==> src/sv/bfmd_ram.sv <==
`default_nettype none
// ----------------------------------------------------------------------------
// bfmd_ram
// Generic simple dual port RAM, one write and one registered read port.
// ----------------------------------------------------------------------------
module bfmd_ram #(
    parameter int WIDTH = 8,
    parameter int DEPTH = 16
) (
    input  wire logic                                        clk,
    input  wire logic                                        we,
    input  wire logic [((DEPTH > 1) ? $clog2(DEPTH) : 1)-1:0] waddr,
    input  wire logic [WIDTH-1:0]                            wdata,
    input  wire logic                                        re,
    input  wire logic [((DEPTH > 1) ? $clog2(DEPTH) : 1)-1:0] raddr,
    output logic      [WIDTH-1:0]                            rd_data
);

    logic [WIDTH-1:0] mem [DEPTH];
    logic [WIDTH-1:0] rd_data_reg;

    // A read at the address being written returns the old contents.
    always_ff @(posedge clk)
    begin
        if (we)
        begin
            mem[waddr] <= wdata;
        end
        if (re)
        begin
            rd_data_reg <= mem[raddr];
        end
    end

    assign rd_data = rd_data_reg;

endmodule
`default_nettype wire
==> config.mk <==
export PLATFORM = sky130hd
export DESIGN_NAME = bfmd_ram
export DESIGN_NICKNAME = d
export VERILOG_FILES = /design/src/sv/bfmd_ram.sv
export SDC_FILE = /design/constraint.sdc
export NUM_CORES = 1
export LEC_CHECK = 0
export ABC_AREA = 1
export BUFFER_PORTS_ARGS = -buffer_cell sky130_fd_sc_hd__buf_2
export CAP_MARGIN = 30
export CELL_PAD_IN_SITES_DETAIL_PLACEMENT = 1
export CELL_PAD_IN_SITES_GLOBAL_PLACEMENT = 2
export CORE_MARGIN = 2
export CORE_UTILIZATION = 44
export DETAILED_ROUTE_END_ITERATION = 10
export PLACE_DENSITY = 0.83
export SLEW_MARGIN = 15
export SYNTH_ARGS = -nofsm -noshare
export SYNTH_HDL_FRONTEND = slang
export SYNTH_SLANG_ARGS = --single-unit
==> constraint.sdc <==
create_clock -name clk -period 2.9 [get_ports clk]
set_clock_uncertainty 0.1 [all_clocks]
set_input_delay 0.29 -clock clk [delete_from_list [all_inputs] [get_ports clk]]
set_output_delay 0.29 -clock clk [all_outputs]
set_load 0.1 [all_outputs]
==> results.yml <==
outcome:
  outcome: "complete, no violations"
cells_and_area:
  layout_common_cells: "173 x nand2_1, 136 x edfxtp_1, 100 x inv_1"
  drive_above_1_share_pct: 10.5
  syn2layout_area_growth_pct: 14.0
  fin_cells: 768
  final_common_cell: "nand2_1"
  design_area_um2: 6670
  diodes: 0
  nets: 598
  largest_reg_flops: 128
detailed_routing:
  vias: 3829
  route.detailed.drc: 0
  final_antenna_net_count: 0
  wire_per_inst_um: 18.9
  vias_per_cell: 4.99
  drt_iter0_markers: 320
  firstDrtPassIters: 4
  wl_mm: 14.5
timing:
  setup_violations: 0
  maxSlewHeadroom_pct: 34.3
  fin_crit_sh_pct: 65.4
  rsz0062_at_grt: "false"
  worstMarginPinSlew_ns: 0.982
  hold_viol_final: 0
  min_period_ns: 1.90
  tns_ns: 0
  slew_viol_final: 0
  max_freq_mhz: 527
synthesis:
  synth_area_um2: 5850
  yosysWarnings: 0
  syn_area_per_cell_um2: 10.6
  syn_nets: 570
  yosysSeqAreaShare_pct: 69.8
  netlist-cell-type-count: 11
  ys_seq_elements: 136
  synthCells: 551
floorplanning:
  die_x_um: 119
  row_count: 42
  coreArea_um2: 13100
  io_pins: 27
  die_area_um2: 14200
  start_util_pct: 44.7
  dieHeight_um: 119
clock_tree:
  numCtsBuffers: 17
  clock_latency_ns: 0.42
  cts_sinks: 136
  cts-root-buf: "clkbuf_16"
  cts_buffer_depth: 2
  cts_setup_buffers: 0
  clkTransAtPathRegs_ns: 0.06
  h-tree-depth: 4
  ctsResizeCount: 0
  cts_tree: "yes"
  postCtsHoldBufs: 0
setup_path:
  cp.required_ns: 2.97
  ff2ff_setup_slack_ns: 1.56
  r2r_start: "mem[9][3]"
  critPathKind: "in2reg"
  start_kind: "primary input"
  path_max_fanout: 33
  cp-end-kind: "flip-flop"
  worst-r2r-cell-count: 6
  cp_data_arrival_time_ns: 1.97
  r2r_end: "rd_data[3]"
placement:
  place_area_um2: 6080
  finalWeightedCongestion: 0.795
  place_inst: 734
  port_buffers: 26
  dpl.hpwl_mm: 8.78
global_routing:
  antenna_found_initial: 0
  grt_start_max_net_pins: 65
  grt_pass1_vias: 3917
  grt_first_pass_wirelength_mm: 22.7
  overflow: 0
  track_usage_pct: 22.1
power_and_ir_drop:
  p_total_mw: 4.66
  power.density_nw_per_um2: 699
  leakagePower_nw: 2.86
  ir_drop_mv: 0.366
min_path:
  hold_depth: 1
  worstHoldEndpoint: "rd_data[1]"
  hp-class: "in2reg"
  min-delay-start: "re"
job:
  drv_cap: 0
-- synthesized netlist by cell type --
master,number,area share [%]
buf_6,6,1.2
buf_1,1,0.064
edfxtp_1,136,70
buf_2,13,1.1
nor2_1,17,1.1
nand3_1,97,8.3
inv_1,100,6.4
nand2_1,173,11
buf_4,4,0.51
inv_2,2,0.13
nand3b_1,2,0.26
-- where the power goes --
part           internal [mW]  switching, mW  leakage (nW)  total, mW
clock network           1.33          0.767         0.286       2.10
registers               2.22         0.0125          1.24       2.23
logic                 0.0712          0.264          1.33      0.335
-- final cells by class --
cell class,count,area [um2]
tap,176,220
inverter,102,383
fill,1436,6420
multi-input combinational,289,1210
timing repair buffer,33,195
clock inverter,12,133
sequential,136,4080
clock buffer,20,437
-- critical path, stage by stage --
cell	delay, ns
buf_2	0.55
inv_2	0.48
nand3_1	0.20
nand3_1	0.15
nand3_1	0.19
nand2_1	0.07
-- worst max-delay path by stage --
stage / start / end / slack [ns] / cells after the start
after CTS: raddr[1] / rd_data[1] / 1.03 / 6
after global routing: raddr[1] / rd_data[3] / 0.89 / 6
after global placement: raddr[1] / rd_data[1] / 0.65 / 6
after detailed placement: raddr[1] / rd_data[1] / 0.56 / 6
after floorplan: waddr[2] / mem[10][0] / 1.56 / 2
final: raddr[1] / rd_data[1] / 1.00 / 6
-- logic make-up after synthesis --
group / synth area share [%]
AND/OR/NAND/NOR: 20.8
flip-flops: 69.8
buffers and inverters: 9.39
-- metrics by stage --
step	worst slack (ns)	utilization, %	hold slack [ns]
4_1_cts	1.03	50.8	0.124
2_1_floorplan	1.56	-	0.289
6_report	1.00	50.9	0.139
3_5_place_dp	0.562	46.5	0.561
3_3_place_gp	0.655	46.5	0.561
5_1_grt	0.888	50.9	0.130
-- routing by layer --
metal / wire, um / vias to the layer above / global-route usage (%)
li1: - / 1837 / -
met1: 6890 / 1906 / 30.9
met2: 6990 / 73 / 35.1
met3: 490 / 13 / 4.02
met4: 164 / 0 / 7.59
met5: 0 / - / 0
(Power assumes the default switching activity.)
